==> src/clsw_pkg.sv <==
`default_nettype none
package clsw_pkg;

  localparam int unsigned DEFAULT_VALUE_WIDTH = 16;
  localparam int unsigned QUEUE_DEPTH         = 2;
  localparam int unsigned QUEUE_PTR_W         = $clog2(QUEUE_DEPTH);
  localparam int unsigned CFG_INDEX_W         = 3;
  localparam int unsigned CFG_DATA_W          = 30;

  typedef enum logic [1:0] {
    KIND_RATE     = 2'd0,
    KIND_ATTITUDE = 2'd1,
    KIND_TICK     = 2'd2
  } in_kind_t;

  typedef enum logic [CFG_INDEX_W-1:0] {
    REG_OUTPUT_MODE   = 3'd0,
    REG_MAX_RATE      = 3'd1,
    REG_INV_SCALE     = 3'd2,
    REG_THRUST_FLOOR  = 3'd3,
    REG_THRUST_CEIL   = 3'd4,
    REG_THRUST_STEP   = 3'd5,
    REG_YAW_STEP      = 3'd6,
    REG_TIMEOUT_LIMIT = 3'd7
  } cfg_index_t;

  localparam logic        RESULT_COMMAND   = 1'b0;
  localparam logic        RESULT_SAFE_IDLE = 1'b1;

  localparam logic [1:0]  MODE_BODY_RATES   = 2'd0;
  localparam logic [1:0]  MODE_RC           = 2'd1;

  localparam logic [1:0]  MODE_RESET        = 2'd0;
  localparam logic [14:0] MAX_RATE_RESET    = 15'd2560;
  localparam logic [29:0] INV_SCALE_RESET   = 30'd419430;
  localparam logic [15:0] THRUST_FLOOR_RST  = 16'd3277;
  localparam logic [15:0] THRUST_CEIL_RST   = 16'd58982;
  localparam logic [15:0] THRUST_STEP_RST   = 16'd1966;
  localparam logic [14:0] YAW_STEP_RESET    = 15'd13;
  localparam logic [15:0] TIMEOUT_RESET     = 16'd200;

  localparam logic [16:0] QUIET_MAX         = 17'h1FFFF;
  localparam logic [15:0] PHASE_MAX         = 16'hFFFF;

  typedef struct packed {
    logic [1:0]  output_mode;
    logic [14:0] max_rate;
    logic [29:0] inv_scale;
    logic [15:0] thrust_floor;
    logic [15:0] thrust_ceiling;
    logic [15:0] thrust_step;
    logic [14:0] yaw_step;
    logic [15:0] timeout_limit;
  } cfg_t;

  typedef struct packed {
    logic               kind;
    logic               fmt;
    logic signed [15:0] roll;
    logic signed [15:0] pitch;
    logic signed [15:0] yaw;
    logic [15:0]        thrust;
  } cmd_t;

endpackage
`default_nettype wire

==> src/clsw_cfg_regs.sv <==
`default_nettype none
module clsw_cfg_regs (
  input  wire logic                             clk,
  input  wire logic                             rst_n,
  input  wire logic                             cfg_valid,
  output logic                                  cfg_ready,
  input  wire logic [clsw_pkg::CFG_INDEX_W-1:0] cfg_index,
  input  wire logic [clsw_pkg::CFG_DATA_W-1:0]  cfg_data,
  output clsw_pkg::cfg_t                        cfg
);

  clsw_pkg::cfg_t cfg_r, cfg_nxt;

  assign cfg_ready = 1'b1;
  assign cfg       = cfg_r;

  always_comb begin
    cfg_nxt = cfg_r;
    if (cfg_valid) begin
      case (clsw_pkg::cfg_index_t'(cfg_index))
        clsw_pkg::REG_OUTPUT_MODE:   cfg_nxt.output_mode    = cfg_data[1:0];
        clsw_pkg::REG_MAX_RATE:      cfg_nxt.max_rate       = cfg_data[14:0];
        clsw_pkg::REG_INV_SCALE:     cfg_nxt.inv_scale      = cfg_data[29:0];
        clsw_pkg::REG_THRUST_FLOOR:  cfg_nxt.thrust_floor   = cfg_data[15:0];
        clsw_pkg::REG_THRUST_CEIL:   cfg_nxt.thrust_ceiling = cfg_data[15:0];
        clsw_pkg::REG_THRUST_STEP:   cfg_nxt.thrust_step    = cfg_data[15:0];
        clsw_pkg::REG_YAW_STEP:      cfg_nxt.yaw_step       = cfg_data[14:0];
        clsw_pkg::REG_TIMEOUT_LIMIT: cfg_nxt.timeout_limit  = cfg_data[15:0];
        default: ;
      endcase
    end
  end

  always_ff @(posedge clk) begin
    if (!rst_n) begin
      cfg_r.output_mode    <= clsw_pkg::MODE_RESET;
      cfg_r.max_rate       <= clsw_pkg::MAX_RATE_RESET;
      cfg_r.inv_scale      <= clsw_pkg::INV_SCALE_RESET;
      cfg_r.thrust_floor   <= clsw_pkg::THRUST_FLOOR_RST;
      cfg_r.thrust_ceiling <= clsw_pkg::THRUST_CEIL_RST;
      cfg_r.thrust_step    <= clsw_pkg::THRUST_STEP_RST;
      cfg_r.yaw_step       <= clsw_pkg::YAW_STEP_RESET;
      cfg_r.timeout_limit  <= clsw_pkg::TIMEOUT_RESET;
    end else begin
      cfg_r <= cfg_nxt;
    end
  end

endmodule
`default_nettype wire

==> src/clsw_front.sv <==
`default_nettype none
module clsw_front #(
  parameter int unsigned VALUE_WIDTH = clsw_pkg::DEFAULT_VALUE_WIDTH
) (
  input  wire logic                          clk,
  input  wire logic                          rst_n,
  input  clsw_pkg::cfg_t                     cfg,
  input  wire logic                          in_valid,
  output logic                               in_ready,
  input  wire logic [1:0]                    in_kind,
  input  wire logic signed [VALUE_WIDTH-1:0] in_rate_x,
  input  wire logic signed [VALUE_WIDTH-1:0] in_rate_y,
  input  wire logic signed [VALUE_WIDTH-1:0] in_rate_z,
  input  wire logic [VALUE_WIDTH-1:0]        in_thrust_in,
  input  wire logic                          q_full,
  output logic                               q_push,
  output clsw_pkg::cmd_t                     q_entry
);

  localparam int unsigned CW = ((VALUE_WIDTH > 16) ? VALUE_WIDTH : 16) + 2;
  localparam bit THR_SIGNED = (VALUE_WIDTH >= 32);

  logic [15:0]        held_thrust_r, held_thrust_nxt;
  logic signed [15:0] held_yaw_r, held_yaw_nxt;
  logic               seen_r, seen_nxt;
  logic [16:0]        quiet_r, quiet_nxt;
  logic [15:0]        phase_r, phase_nxt;

  logic               accept;
  logic               emit_ok;
  logic signed [15:0] x_c, y_c, z_c, z_sl;
  logic signed [CW-1:0] t_in, t_flo, t_cei, t_1, t_2;
  logic [15:0]        t_c, t_sl;
  logic signed [17:0] t_d, t_st, t_dc, t_sum;
  logic signed [17:0] z_d, z_st, z_dc, z_sum;
  logic [15:0]        period;
  logic [16:0]        quiet_inc;
  logic [15:0]        phase_inc;

  function automatic logic signed [15:0] clamp_rate(input logic signed [VALUE_WIDTH-1:0] v,
                                                    input logic [14:0] lim);
    logic signed [CW-1:0] ve;
    logic signed [CW-1:0] le;
    logic signed [CW-1:0] res;
    ve = CW'(v);
    le = CW'(signed'({1'b0, lim}));
    res = ve;
    if (ve < -le) res = -le;
    if (ve > le) res = le;
    return res[15:0];
  endfunction

  assign in_ready = !q_full;
  assign accept   = in_valid && in_ready;
  assign emit_ok  = cfg.output_mode inside {clsw_pkg::MODE_BODY_RATES, clsw_pkg::MODE_RC};

  always_comb begin
    x_c = '0;
    y_c = '0;
    z_c = '0;
    if (in_kind == clsw_pkg::KIND_RATE) begin
      x_c = clamp_rate(in_rate_x, cfg.max_rate);
      y_c = clamp_rate(in_rate_y, cfg.max_rate);
      z_c = clamp_rate(in_rate_z, cfg.max_rate);
    end

    t_in  = CW'(signed'({in_thrust_in[VALUE_WIDTH-1] & THR_SIGNED, in_thrust_in}));
    t_flo = CW'(signed'({1'b0, cfg.thrust_floor}));
    t_cei = CW'(signed'({1'b0, cfg.thrust_ceiling}));
    t_1   = (t_in < t_flo) ? t_flo : t_in;
    t_2   = (t_1 > t_cei) ? t_cei : t_1;
    t_c   = t_2[15:0];

    t_d  = signed'({2'b00, t_c}) - signed'({2'b00, held_thrust_r});
    t_st = signed'({2'b00, cfg.thrust_step});
    t_dc = t_d;
    if (t_d < -t_st) t_dc = -t_st;
    if (t_d > t_st) t_dc = t_st;
    t_sum = signed'({2'b00, held_thrust_r}) + t_dc;
    t_sl  = seen_r ? t_sum[15:0] : t_c;

    z_d  = signed'({{2{z_c[15]}}, z_c}) - signed'({{2{held_yaw_r[15]}}, held_yaw_r});
    z_st = signed'({3'b000, cfg.yaw_step});
    z_dc = z_d;
    if (z_d < -z_st) z_dc = -z_st;
    if (z_d > z_st) z_dc = z_st;
    z_sum = signed'({{2{held_yaw_r[15]}}, held_yaw_r}) + z_dc;
    z_sl  = seen_r ? z_sum[15:0] : z_c;

    period    = (cfg.timeout_limit >> 1) == 16'd0 ? 16'd1 : (cfg.timeout_limit >> 1);
    quiet_inc = (quiet_r == clsw_pkg::QUIET_MAX) ? quiet_r : quiet_r + 17'd1;
    phase_inc = (phase_r == clsw_pkg::PHASE_MAX) ? phase_r : phase_r + 16'd1;
  end

  always_comb begin
    held_thrust_nxt = held_thrust_r;
    held_yaw_nxt    = held_yaw_r;
    seen_nxt        = seen_r;
    quiet_nxt       = quiet_r;
    phase_nxt       = phase_r;
    q_push          = 1'b0;
    q_entry         = '0;
    q_entry.fmt     = cfg.output_mode[0];
    if (accept) begin
      case (in_kind)
        clsw_pkg::KIND_RATE, clsw_pkg::KIND_ATTITUDE: begin
          held_thrust_nxt = t_sl;
          held_yaw_nxt    = z_sl;
          seen_nxt        = 1'b1;
          quiet_nxt       = '0;
          q_push          = emit_ok;
          q_entry.kind    = clsw_pkg::RESULT_COMMAND;
          q_entry.roll    = x_c;
          q_entry.pitch   = y_c;
          q_entry.yaw     = z_sl;
          q_entry.thrust  = t_sl;
        end
        clsw_pkg::KIND_TICK: begin
          quiet_nxt = quiet_inc;
          phase_nxt = phase_inc;
          if (phase_inc >= period) begin
            phase_nxt = '0;
            if (quiet_inc > {1'b0, cfg.timeout_limit}) begin
              held_thrust_nxt = '0;
              held_yaw_nxt    = '0;
              q_push          = emit_ok;
              q_entry.kind    = clsw_pkg::RESULT_SAFE_IDLE;
            end
          end
        end
        default: ;
      endcase
    end
  end

  always_ff @(posedge clk) begin
    if (!rst_n) begin
      held_thrust_r <= '0;
      held_yaw_r    <= '0;
      seen_r        <= 1'b0;
      quiet_r       <= '0;
      phase_r       <= '0;
    end else begin
      held_thrust_r <= held_thrust_nxt;
      held_yaw_r    <= held_yaw_nxt;
      seen_r        <= seen_nxt;
      quiet_r       <= quiet_nxt;
      phase_r       <= phase_nxt;
    end
  end

endmodule
`default_nettype wire

==> src/clsw_queue.sv <==
`default_nettype none
module clsw_queue (
  input  wire logic      clk,
  input  wire logic      rst_n,
  input  wire logic      push,
  input  clsw_pkg::cmd_t push_entry,
  output logic           full,
  input  wire logic      pop_ready,
  output logic           pop_valid,
  output clsw_pkg::cmd_t pop_entry
);

  localparam int unsigned CNT_W = $clog2(clsw_pkg::QUEUE_DEPTH + 1);

  clsw_pkg::cmd_t                  slot_r [clsw_pkg::QUEUE_DEPTH];
  logic [clsw_pkg::QUEUE_PTR_W-1:0] wr_ptr_r, wr_ptr_nxt;
  logic [clsw_pkg::QUEUE_PTR_W-1:0] rd_ptr_r, rd_ptr_nxt;
  logic [CNT_W-1:0]                count_r, count_nxt;
  logic                            pop;

  assign full      = (count_r == CNT_W'(clsw_pkg::QUEUE_DEPTH));
  assign pop_valid = (count_r != '0);
  assign pop       = pop_valid && pop_ready;
  assign pop_entry = slot_r[rd_ptr_r];

  always_comb begin
    wr_ptr_nxt = wr_ptr_r;
    rd_ptr_nxt = rd_ptr_r;
    count_nxt  = count_r;
    if (push) begin
      wr_ptr_nxt = (wr_ptr_r == clsw_pkg::QUEUE_PTR_W'(clsw_pkg::QUEUE_DEPTH - 1)) ?
                   '0 : wr_ptr_r + 1'b1;
    end
    if (pop) begin
      rd_ptr_nxt = (rd_ptr_r == clsw_pkg::QUEUE_PTR_W'(clsw_pkg::QUEUE_DEPTH - 1)) ?
                   '0 : rd_ptr_r + 1'b1;
    end
    if (push && !pop) count_nxt = count_r + 1'b1;
    if (pop && !push) count_nxt = count_r - 1'b1;
  end

  always_ff @(posedge clk) begin
    if (push) slot_r[wr_ptr_r] <= push_entry;
  end

  always_ff @(posedge clk) begin
    if (!rst_n) begin
      wr_ptr_r <= '0;
      rd_ptr_r <= '0;
      count_r  <= '0;
    end else begin
      wr_ptr_r <= wr_ptr_nxt;
      rd_ptr_r <= rd_ptr_nxt;
      count_r  <= count_nxt;
    end
  end

`ifndef SYNTH
  a_count_bound: assert property (@(posedge clk) disable iff (!rst_n)
    count_r <= CNT_W'(clsw_pkg::QUEUE_DEPTH))
    else $error("queue count beyond depth");
  a_no_overflow: assert property (@(posedge clk) disable iff (!rst_n)
    !(push && full))
    else $error("push into full queue");
  a_count_up: assert property (@(posedge clk) disable iff (!rst_n)
    (push && !pop) |=> (count_r == $past(count_r) + 1'b1))
    else $error("queue count did not advance on push");
`endif

endmodule
`default_nettype wire

==> src/clsw_back.sv <==
`default_nettype none
module clsw_back #(
  parameter int unsigned VALUE_WIDTH = clsw_pkg::DEFAULT_VALUE_WIDTH
) (
  input  wire logic                   clk,
  input  wire logic                   rst_n,
  input  wire logic [29:0]            inv_scale,
  input  wire logic                   pop_valid,
  output logic                        pop_ready,
  input  clsw_pkg::cmd_t              pop_entry,
  output logic                        out_valid,
  input  wire logic                   out_ready,
  output logic                        out_result_kind,
  output logic                        out_result_format,
  output logic signed [VALUE_WIDTH-1:0] out_roll_out,
  output logic signed [VALUE_WIDTH-1:0] out_pitch_out,
  output logic signed [VALUE_WIDTH-1:0] out_yaw_out,
  output logic [VALUE_WIDTH-1:0]      out_thrust_out
);

  localparam logic signed [47:0] UNITY = 48'sd1 <<< (VALUE_WIDTH - 2);

  logic               a_valid_r;
  clsw_pkg::cmd_t     a_cmd_r;
  logic signed [46:0] a_px_r, a_py_r, a_pz_r;
  logic               b_valid_r;
  logic               b_kind_r, b_fmt_r;
  logic signed [VALUE_WIDTH-1:0] b_roll_r, b_pitch_r, b_yaw_r;
  logic [VALUE_WIDTH-1:0]        b_thrust_r;

  logic               b_free, a_adv, a_free;
  logic signed [30:0] inv_s;
  logic signed [VALUE_WIDTH-1:0] roll_nxt, pitch_nxt, yaw_nxt;
  logic [VALUE_WIDTH+15:0]       thrust_ext;

  function automatic logic signed [VALUE_WIDTH-1:0] rc_norm(input logic signed [46:0] p);
    logic signed [46:0] sh;
    logic signed [46:0] res;
    sh  = p >>> VALUE_WIDTH;
    res = sh;
    if (sh > UNITY) res = UNITY[46:0];
    if (sh < -UNITY) res = -UNITY[46:0];
    return res[VALUE_WIDTH-1:0];
  endfunction

  function automatic logic signed [VALUE_WIDTH-1:0] body(input logic signed [15:0] v);
    logic [VALUE_WIDTH+15:0] e;
    e = {{VALUE_WIDTH{v[15]}}, v};
    return e[VALUE_WIDTH-1:0];
  endfunction

  assign b_free    = !b_valid_r || out_ready;
  assign a_adv     = a_valid_r && b_free;
  assign a_free    = !a_valid_r || a_adv;
  assign pop_ready = a_free;
  assign inv_s     = signed'({1'b0, inv_scale});

  always_comb begin
    if (a_cmd_r.fmt) begin
      roll_nxt  = rc_norm(a_px_r);
      pitch_nxt = rc_norm(a_py_r);
      yaw_nxt   = rc_norm(a_pz_r);
    end else begin
      roll_nxt  = body(a_cmd_r.roll);
      pitch_nxt = body(a_cmd_r.pitch);
      yaw_nxt   = body(a_cmd_r.yaw);
    end
    thrust_ext = {{VALUE_WIDTH{1'b0}}, a_cmd_r.thrust};
  end

  always_ff @(posedge clk) begin
    if (pop_valid && a_free) begin
      a_cmd_r <= pop_entry;
      a_px_r  <= pop_entry.roll * inv_s;
      a_py_r  <= pop_entry.pitch * inv_s;
      a_pz_r  <= pop_entry.yaw * inv_s;
    end
    if (a_adv) begin
      b_kind_r   <= a_cmd_r.kind;
      b_fmt_r    <= a_cmd_r.fmt;
      b_roll_r   <= roll_nxt;
      b_pitch_r  <= pitch_nxt;
      b_yaw_r    <= yaw_nxt;
      b_thrust_r <= thrust_ext[VALUE_WIDTH-1:0];
    end
  end

  always_ff @(posedge clk) begin
    if (!rst_n) begin
      a_valid_r <= 1'b0;
      b_valid_r <= 1'b0;
    end else begin
      if (a_free) a_valid_r <= pop_valid;
      if (b_free) b_valid_r <= a_adv;
    end
  end

  assign out_valid         = b_valid_r;
  assign out_result_kind   = b_kind_r;
  assign out_result_format = b_fmt_r;
  assign out_roll_out      = b_roll_r;
  assign out_pitch_out     = b_pitch_r;
  assign out_yaw_out       = b_yaw_r;
  assign out_thrust_out    = b_thrust_r;

`ifndef SYNTH
  a_hold_on_stall: assert property (@(posedge clk) disable iff (!rst_n)
    (b_valid_r && !out_ready) |=> (b_valid_r && $stable(b_roll_r) && $stable(b_thrust_r)))
    else $error("output beat changed while stalled");
  a_stage_flow: assert property (@(posedge clk) disable iff (!rst_n)
    (a_valid_r && !b_free) |=> a_valid_r)
    else $error("multiply stage lost a beat");
  a_idle_zero: assert property (@(posedge clk) disable iff (!rst_n)
    (b_valid_r && b_kind_r) |-> (b_roll_r == '0 && b_yaw_r == '0 && b_thrust_r == '0))
    else $error("safe idle beat carries data");
`endif

endmodule
`default_nettype wire

==> src/command_limiter_slew_watchdog_top.sv <==
// Channel  Handshake             Payload
// in       in_valid / in_ready   in_kind, in_rate_x/y/z, in_thrust_in
// out      out_valid / out_ready out_result_kind, out_result_format, out_*_out
// cfg      cfg_valid / cfg_ready cfg_index (3 bits), cfg_data (30 bits)
//
// One beat per cycle in and out unless stalled; the front updates limiter and
// watchdog state in the cycle a beat is accepted, so each beat sees the state its
// predecessor left. Path: queue slot, multiply stage (rc scaling), output register.
// in_ready drops only while the two-entry queue is full; cfg_ready is always high.
// Reset is synchronous, active low, and restores register defaults at once.
`default_nettype none
module command_limiter_slew_watchdog_top #(
  parameter int unsigned VALUE_WIDTH = clsw_pkg::DEFAULT_VALUE_WIDTH
) (
  input  wire logic                             clk,
  input  wire logic                             rst_n,
  input  wire logic                             in_valid,
  output logic                                  in_ready,
  input  wire logic [1:0]                       in_kind,
  input  wire logic signed [VALUE_WIDTH-1:0]    in_rate_x,
  input  wire logic signed [VALUE_WIDTH-1:0]    in_rate_y,
  input  wire logic signed [VALUE_WIDTH-1:0]    in_rate_z,
  input  wire logic [VALUE_WIDTH-1:0]           in_thrust_in,
  output logic                                  out_valid,
  input  wire logic                             out_ready,
  output logic                                  out_result_kind,
  output logic                                  out_result_format,
  output logic signed [VALUE_WIDTH-1:0]         out_roll_out,
  output logic signed [VALUE_WIDTH-1:0]         out_pitch_out,
  output logic signed [VALUE_WIDTH-1:0]         out_yaw_out,
  output logic [VALUE_WIDTH-1:0]                out_thrust_out,
  input  wire logic                             cfg_valid,
  output logic                                  cfg_ready,
  input  wire logic [clsw_pkg::CFG_INDEX_W-1:0] cfg_index,
  input  wire logic [clsw_pkg::CFG_DATA_W-1:0]  cfg_data
);

  clsw_pkg::cfg_t cfg;
  clsw_pkg::cmd_t q_entry, pop_entry;
  logic           q_full, q_push, pop_valid, pop_ready;

  clsw_cfg_regs u_cfg (
    .clk       (clk),
    .rst_n     (rst_n),
    .cfg_valid (cfg_valid),
    .cfg_ready (cfg_ready),
    .cfg_index (cfg_index),
    .cfg_data  (cfg_data),
    .cfg       (cfg)
  );

  clsw_front #(.VALUE_WIDTH(VALUE_WIDTH)) u_front (
    .clk          (clk),
    .rst_n        (rst_n),
    .cfg          (cfg),
    .in_valid     (in_valid),
    .in_ready     (in_ready),
    .in_kind      (in_kind),
    .in_rate_x    (in_rate_x),
    .in_rate_y    (in_rate_y),
    .in_rate_z    (in_rate_z),
    .in_thrust_in (in_thrust_in),
    .q_full       (q_full),
    .q_push       (q_push),
    .q_entry      (q_entry)
  );

  clsw_queue u_queue (
    .clk        (clk),
    .rst_n      (rst_n),
    .push       (q_push),
    .push_entry (q_entry),
    .full       (q_full),
    .pop_ready  (pop_ready),
    .pop_valid  (pop_valid),
    .pop_entry  (pop_entry)
  );

  clsw_back #(.VALUE_WIDTH(VALUE_WIDTH)) u_back (
    .clk               (clk),
    .rst_n             (rst_n),
    .inv_scale         (cfg.inv_scale),
    .pop_valid         (pop_valid),
    .pop_ready         (pop_ready),
    .pop_entry         (pop_entry),
    .out_valid         (out_valid),
    .out_ready         (out_ready),
    .out_result_kind   (out_result_kind),
    .out_result_format (out_result_format),
    .out_roll_out      (out_roll_out),
    .out_pitch_out     (out_pitch_out),
    .out_yaw_out       (out_yaw_out),
    .out_thrust_out    (out_thrust_out)
  );

endmodule
`default_nettype wire
==> config.mk <==
export PLATFORM = sky130hd
export DESIGN_NAME = command_limiter_slew_watchdog_top
export DESIGN_NICKNAME = d
export VERILOG_FILES = /design/src/clsw_pkg.sv /design/src/clsw_cfg_regs.sv /design/src/clsw_front.sv /design/src/clsw_queue.sv /design/src/clsw_back.sv /design/src/command_limiter_slew_watchdog_top.sv
export SDC_FILE = /design/constraint.sdc
export NUM_CORES = 2
export LEC_CHECK = 0
export ABC_CLOCK_PERIOD_IN_PS = 20600
export BUFFER_PORTS_ARGS = -buffer_cell sky130_fd_sc_hd__buf_2
export CORE_MARGIN = 4
export CORE_UTILIZATION = 49
export DETAILED_ROUTE_END_ITERATION = 7
export PLACE_DENSITY = 0.71
export REMOVE_ABC_BUFFERS = 1
export SYNTH_ARGS = -nofsm -noshare
export SYNTH_HDL_FRONTEND = slang
export SYNTH_SLANG_ARGS = --single-unit
==> constraint.sdc <==
create_clock -name clk -period 20.6 [get_ports clk]
set_clock_uncertainty 0.1 [all_clocks]
set_input_delay 2.06 -clock clk [delete_from_list [all_inputs] [get_ports clk]]
set_output_delay 2.06 -clock clk [all_outputs]
set_load 0.02 [all_outputs]
After elaboration in Yosys (flattened, before gate mapping)
Memories as Yosys holds them, arrays and structs flattened. A register that Yosys moved wholly into a read port is not among the register bits.
Cells that the tools add are included.
- bits in registers: 471
- bits of input ports: 104
- memories kept: 1
- output and inout bits: 69
- bits in writable memories: 132
- equal/unequal tests: 15
- add/sub/neg operators: 13
- reduce and logical (&&, ||, !) cells: 33
- multipliers: 3
- mux-type cells: 53
- magnitude comparators: 20
- memory list (memory ; words ; width ; read ports ; clocked after Yosys merged registers in ; write ports ; RTL line ; text):
    u_queue.slot_r ; 2 ; 66 ; 1 ; 1 ; 1 ; clsw_queue.sv:15 ; clsw_pkg::cmd_t slot_r [clsw_pkg::QUEUE_DEPTH];
- operators by type and width (operator ; count):
    2-to-1 mux 16 bit ; 30
    multiplier 16 x 31 -> 47 bit ; 3
    2-to-1 mux 64 bit ; 2
    greater-than comparator 31 x 16 -> 1 bit, second input constant ; 3
    less-than comparator 31 x 15 -> 1 bit, second input constant ; 3
    case mux 16 bit (2 select lines) ; 2
    less-than comparator 16 x 18 -> 1 bit ; 3
    greater-than comparator 16 bit ; 3
    less-than comparator 17 x 18 -> 1 bit ; 2
    negator 15 -> 18 bit ; 2
    greater-than comparator 17 x 16 -> 1 bit ; 2
    case mux 17 bit (2 select lines) ; 1
    subtractor 16 x 16 -> 17 bit ; 2
    adder 16 bit ; 2
    AND reduction 2 bit ; 11
    greater-than comparator 18 x 17 -> 1 bit ; 1
    negator 16 -> 18 bit ; 1
    adder 17 x 1 -> 17 bit, second input constant ; 1
    equality test 17 bit, second input constant ; 1
    greater-than comparator 17 bit ; 1
    2-to-1 mux 17 bit ; 1
    adder 16 x 1 -> 16 bit, second input constant ; 1
    equality test 16 bit, second input constant ; 1
    greater-or-equal comparator 16 bit ; 1
    other kinds (23) ; 57

Longest topological paths before layout
- depth in word-level cells: 13
- depth in mapped cells: 58
- gate-level depth less buffers: 56

By module
A second synthesis with hierarchy kept.
- cell total of the unflattened synthesis: 8443
- area, all modules: 78265.1 um^2
- modules (own cells, without submodules) (module ; area each (um^2) ; cells an instance ; seq. area each (um^2) ; instances):
    clsw_back ; 53669.0 ; 5740 ; 6796.5 ; 1
    clsw_front ; 14630.3 ; 2005 ; 1321.3 ; 1
    clsw_cfg_regs ; 4987.3 ; 470 ; 2522.4 ; 1
    clsw_queue ; 4978.5 ; 228 ; 4063.9 ; 1

Worst setup path before layout
No wires, ideal clock.
- kind: input to register
- start: input port in_thrust_in[1]
- end: memory u_queue.slot_r[0][15] (netlist name), data pin
- data required time: 20.331 ns
- data arrival time: 12.495 ns
- stages: 56
- path buffers: 3
- path slack: 7.836 ns
- cells stage by stage: ha_1 > a21o_1 > a21o_1 > a21o_1 > a21oi_1 > nor2b_1 > o41ai_1 > a32oi_1 > clkbuf_1 > mux2_2 > ha_1 > a21o_1 > a21oi_1 > nor2b_1 > o21ai_0 > nand2b_1 > a21oi_1 > o21ai_0 > [... 20 more ...] > maj3_1 > o21ai_1 > clkbuf_1 > a21oi_1 > a21o_1 > ha_1 > a21o_1 > a21o_1 > a21oi_1 > o21ai_0 > a31oi_1 > o21ai_0 > or4_1 > a31o_2 > a21oi_1 > xnor2_1 > or3_1 > o211ai_1
- RTL lines (element ; RTL line ; text):
    start: declaration ; command_limiter_slew_watchdog_top.sv:23 ; input wire logic [VALUE_WIDTH-1:0] in_thrust_in,
    end: declaration ; clsw_queue.sv:15 ;

==> summary.txt <==
Outcome
  • Outcome: completed

Placement
  • DP Cell Count: a little over 10000
  • Gpl congestion: around 0.9
  • DP Wirelength: around 160000 µm
  • Port bufs: between 150 and 200
  • Place WS: 6200 ps

Logic synthesis
  • Synth Area per Inst: 9.26 µm²
  • Sequential-to-total area share from yosys stat: 0.192
  • Post-synth ARST share: 0
  • Mapped Area: between 70000 and 80000 µm²
  • Top cells by area, synth: fa_1, edfxtp_1, ha_1
  • Number of enable flip-flop cells after synthesis: between 300 and 400
  • Top_reg_cell synth: edfxtp_1
  • Warnings, synthesis: 0
  • Flops & latches, synth: approximately 560
  • Area fraction of the dominant cell type after synthesis: 0.307
  • Leading area contributor after synthesis: fa_1
  • Unique masters post-synth: a little over 80
  • Synth Instances: between 8000 and 9000

CTS
  • Bufs on Longest Clock Path: 3
  • Reg clk slew, reported paths: approximately 60 ps
  • Post-CTS Resized: 0
  • Post-CTS setup buffer count: 0
  • CTS Buf Count: 70
  • CTS sink count: roughly 560
  • Clk_lat worst skew: about 700 ps
  • CTS Hold Buffers Added: 0
  • H-tree Lvls: 3
  • CTS tree: yes
  • Root Driver: clkbuf_16

Layout
  • Area Growth Syn to Fin: 6.97%
  • Post-route insts no fill: roughly 10000
  • Share of layout cells above drive strength 1: 0.0792
  • Final nets: between 10000 and 15000

Routing
  • Iteration-0 DRC Markers: just over 4000
  • DRT Wirelength: ~220000 µm
  • Drt first pass iters: 5
  • Vias: ~58000
  • Drt via density: roughly 5.6
  • DRC viols: 0
  • ANT nets after route: 0
  • Post-DR wirelength/cell: 21.3 µm

Floorplan
  • Core Area: 155000 µm²
  • Starting Density: 0.494
  • # rows: roughly 140
  • Die area: 162000 µm²
  • Die Wd: approximately 400 µm
  • IO Count: between 150 and 200
  • Die Ht: a little over 400 µm

Critical path
  • Maximum fanout along the worst path: 32
  • WS Path Type: input port to flip-flop
  • CP max stage delay: approximately 860 ps
  • CP required: 21030 ps
  • CP max stage cell: a31oi_2
  • CP Capture Type: flip-flop
  • Type of origin of the critical path: input port
  • CP arrival: approximately 14000 ps

Timing
  • Hold_ws: around 320 ps
  • Final setup viols: 0
  • Tmin final: 13810 ps
  • Fin crit share: 0.671
  • Fmax: just over 70 MHz
  • Final hold viol count: 0
  • Setup TNS: 0 ps
  • Slew @ Worst Pin: roughly 1300 ps
  • Max-Slew Margin vs Limit: 0.0882
  • Max-slew violations: 0
  • Final WS setup: roughly 6800 ps
  • RSZ-0062 raised after global routing: false

GRT
  • First-pass GRT wire length: roughly 350000 µm
  • Vias in the first global route: between 60000 and 70000
  • Initial antenna violation count: 11
  • Maximum number of pins on one net before global-route repair: 69
  • GR Util All Layers: 0.273
  • GRT overflow: 0

Run
  • Max-Cap Viols: 0

Worst hold path
  • Hold Crit Class: flip-flop to flip-flop
-- synth_stat cells, drive strengths merged, types with 10 or more instances --
master,count
inv,1507
nand2,1293
fa,1171
ha,732
clkbuf,407
and2,406
edfxtp,357
nor2,247
a21oi,203
dfxtp,199
o21ai,197
nor2b,158
xnor2,148
a21boi,110
mux2,110
a21o,108
or2,89
nand3,86
nand4,65
o21a,65
mux2i,63
xor2,58
nor3,57
o211ai,43
a211oi,34
nand2b,34
nor4,29
or3,27
a31oi,23
and3,20
o22ai,19
a22oi,18
nor3b,15
o21bai,14
o221ai,14
buf,12
o2111ai,10
-- path summary, 6_finish.rpt --
check / from / to / slack, ps / cells after the start
worst min register to register: u_back.a_cmd_r[5] / u_back.out_thrust_out[5] / 320 / 0
worst max register to register: u_cfg.cfg[64] / u_queue.slot_r[0][15] / 7910 / 58
worst min-delay path: u_back.a_cmd_r[5] / u_back.out_thrust_out[5] / 320 / 0
worst max-delay path: in_thrust_in[1] / u_queue.slot_r[0][15] / 6790 / 58
-- registers in the layout (all words and copies together), names as in the netlist, 2 cells and up, named ones only --
name,flops
u_queue.slot_r,132
u_cfg.cfg,126
u_back.a_cmd_r,66
u_back.a_px_r,31
u_back.a_py_r,31
u_back.a_pz_r,31
u_front.quiet_r,17
u_back.out_pitch_out,16
u_back.out_roll_out,16
u_back.out_thrust_out,16
u_back.out_yaw_out,16
u_front.held_thrust_r,16
u_front.held_yaw_r,16
u_front.phase_r,16
u_queue.count_r,2
-- kinds of logic (layout without fill, tap and decap cells) --
family | Yosys count | after routing | share of synthesized area
other | 1 | 7 | 0.0000491
AOI/OAI and AO/OA | 941 | 941 | 0.0809
DFF | 556 | 556 | 0.192
and+or+nand+nor | 2546 | 2546 | 0.157
xor gates and xnor gates | 206 | 206 | 0.0236
muxes | 173 | 173 | 0.0245
adders and majority gates | 1904 | 1904 | 0.427
buffers and inverters | 1926 | 1909 | 0.0948
-- stage by stage --
step                      area (µm²)   util
after floorplan                74800      -
after global placement         79200  0.512
after detailed placement       79200  0.512
after CTS                      81700  0.528
after global routing           81700  0.528
final                          81700  0.529
-- area by class of cell --
cell class	count	area (µm²)
Sequential cell	556	14700
Tap cell	2044	2560
Multi-Input combinational cell	5771	54600
Fill cell	13913	72900
Clock inverter	41	639
Inverter	1507	5660
Antenna cell	6	15.0
Clock buffer	86	1890
Timing Repair Buffer	275	1640
-- routing by layer --
| layer | vias up | share of wire | global-route usage |
|---|---|---|---|
| li1 | 25843 | - | - |
| met1 | 29023 | 0.40 | 0.354 |
| met2 | 2416 | 0.48 | 0.458 |
| met3 | 527 | 0.085 | 0.0537 |
| met4 | 10 | 0.040 | 0.0993 |
| met5 | - | 0.00029 | 0 |
-- critical path, delay by kind of cell --
| kind | cells | cell delay [ps] |
|---|---|---|
| AO/OA/AOI/OAI | 33 | 6700 |
| XOR/XNOR | 2 | 360 |
| adder cells (fa/ha/maj) | 6 | 1700 |
| buffers and inverters | 4 | 720 |
| multiplexers | 2 | 850 |
| AND/OR/NAND/NOR | 11 | 1830 |
-- cell usage in the layout, fill, tap and decap left out, drive strengths merged, types with 148 or more instances in the layout --
cell type / synthesis / routed
fa: 1171 / 1171
and2: 406 / 406
o21ai: 197 / 197
dfxtp: 199 / 199
nor2b: 158 / 158
nor2: 247 / 247
a21oi: 203 / 203
edfxtp: 357 / 357
nand2: 1293 / 1293
buf: 12 / 275
ha: 732 / 732
xnor2: 148 / 148
inv: 1507 / 1508
Power is not shown: default switching activity piles up to over one toggle a cycle in this logic, so the estimate is an artifact.
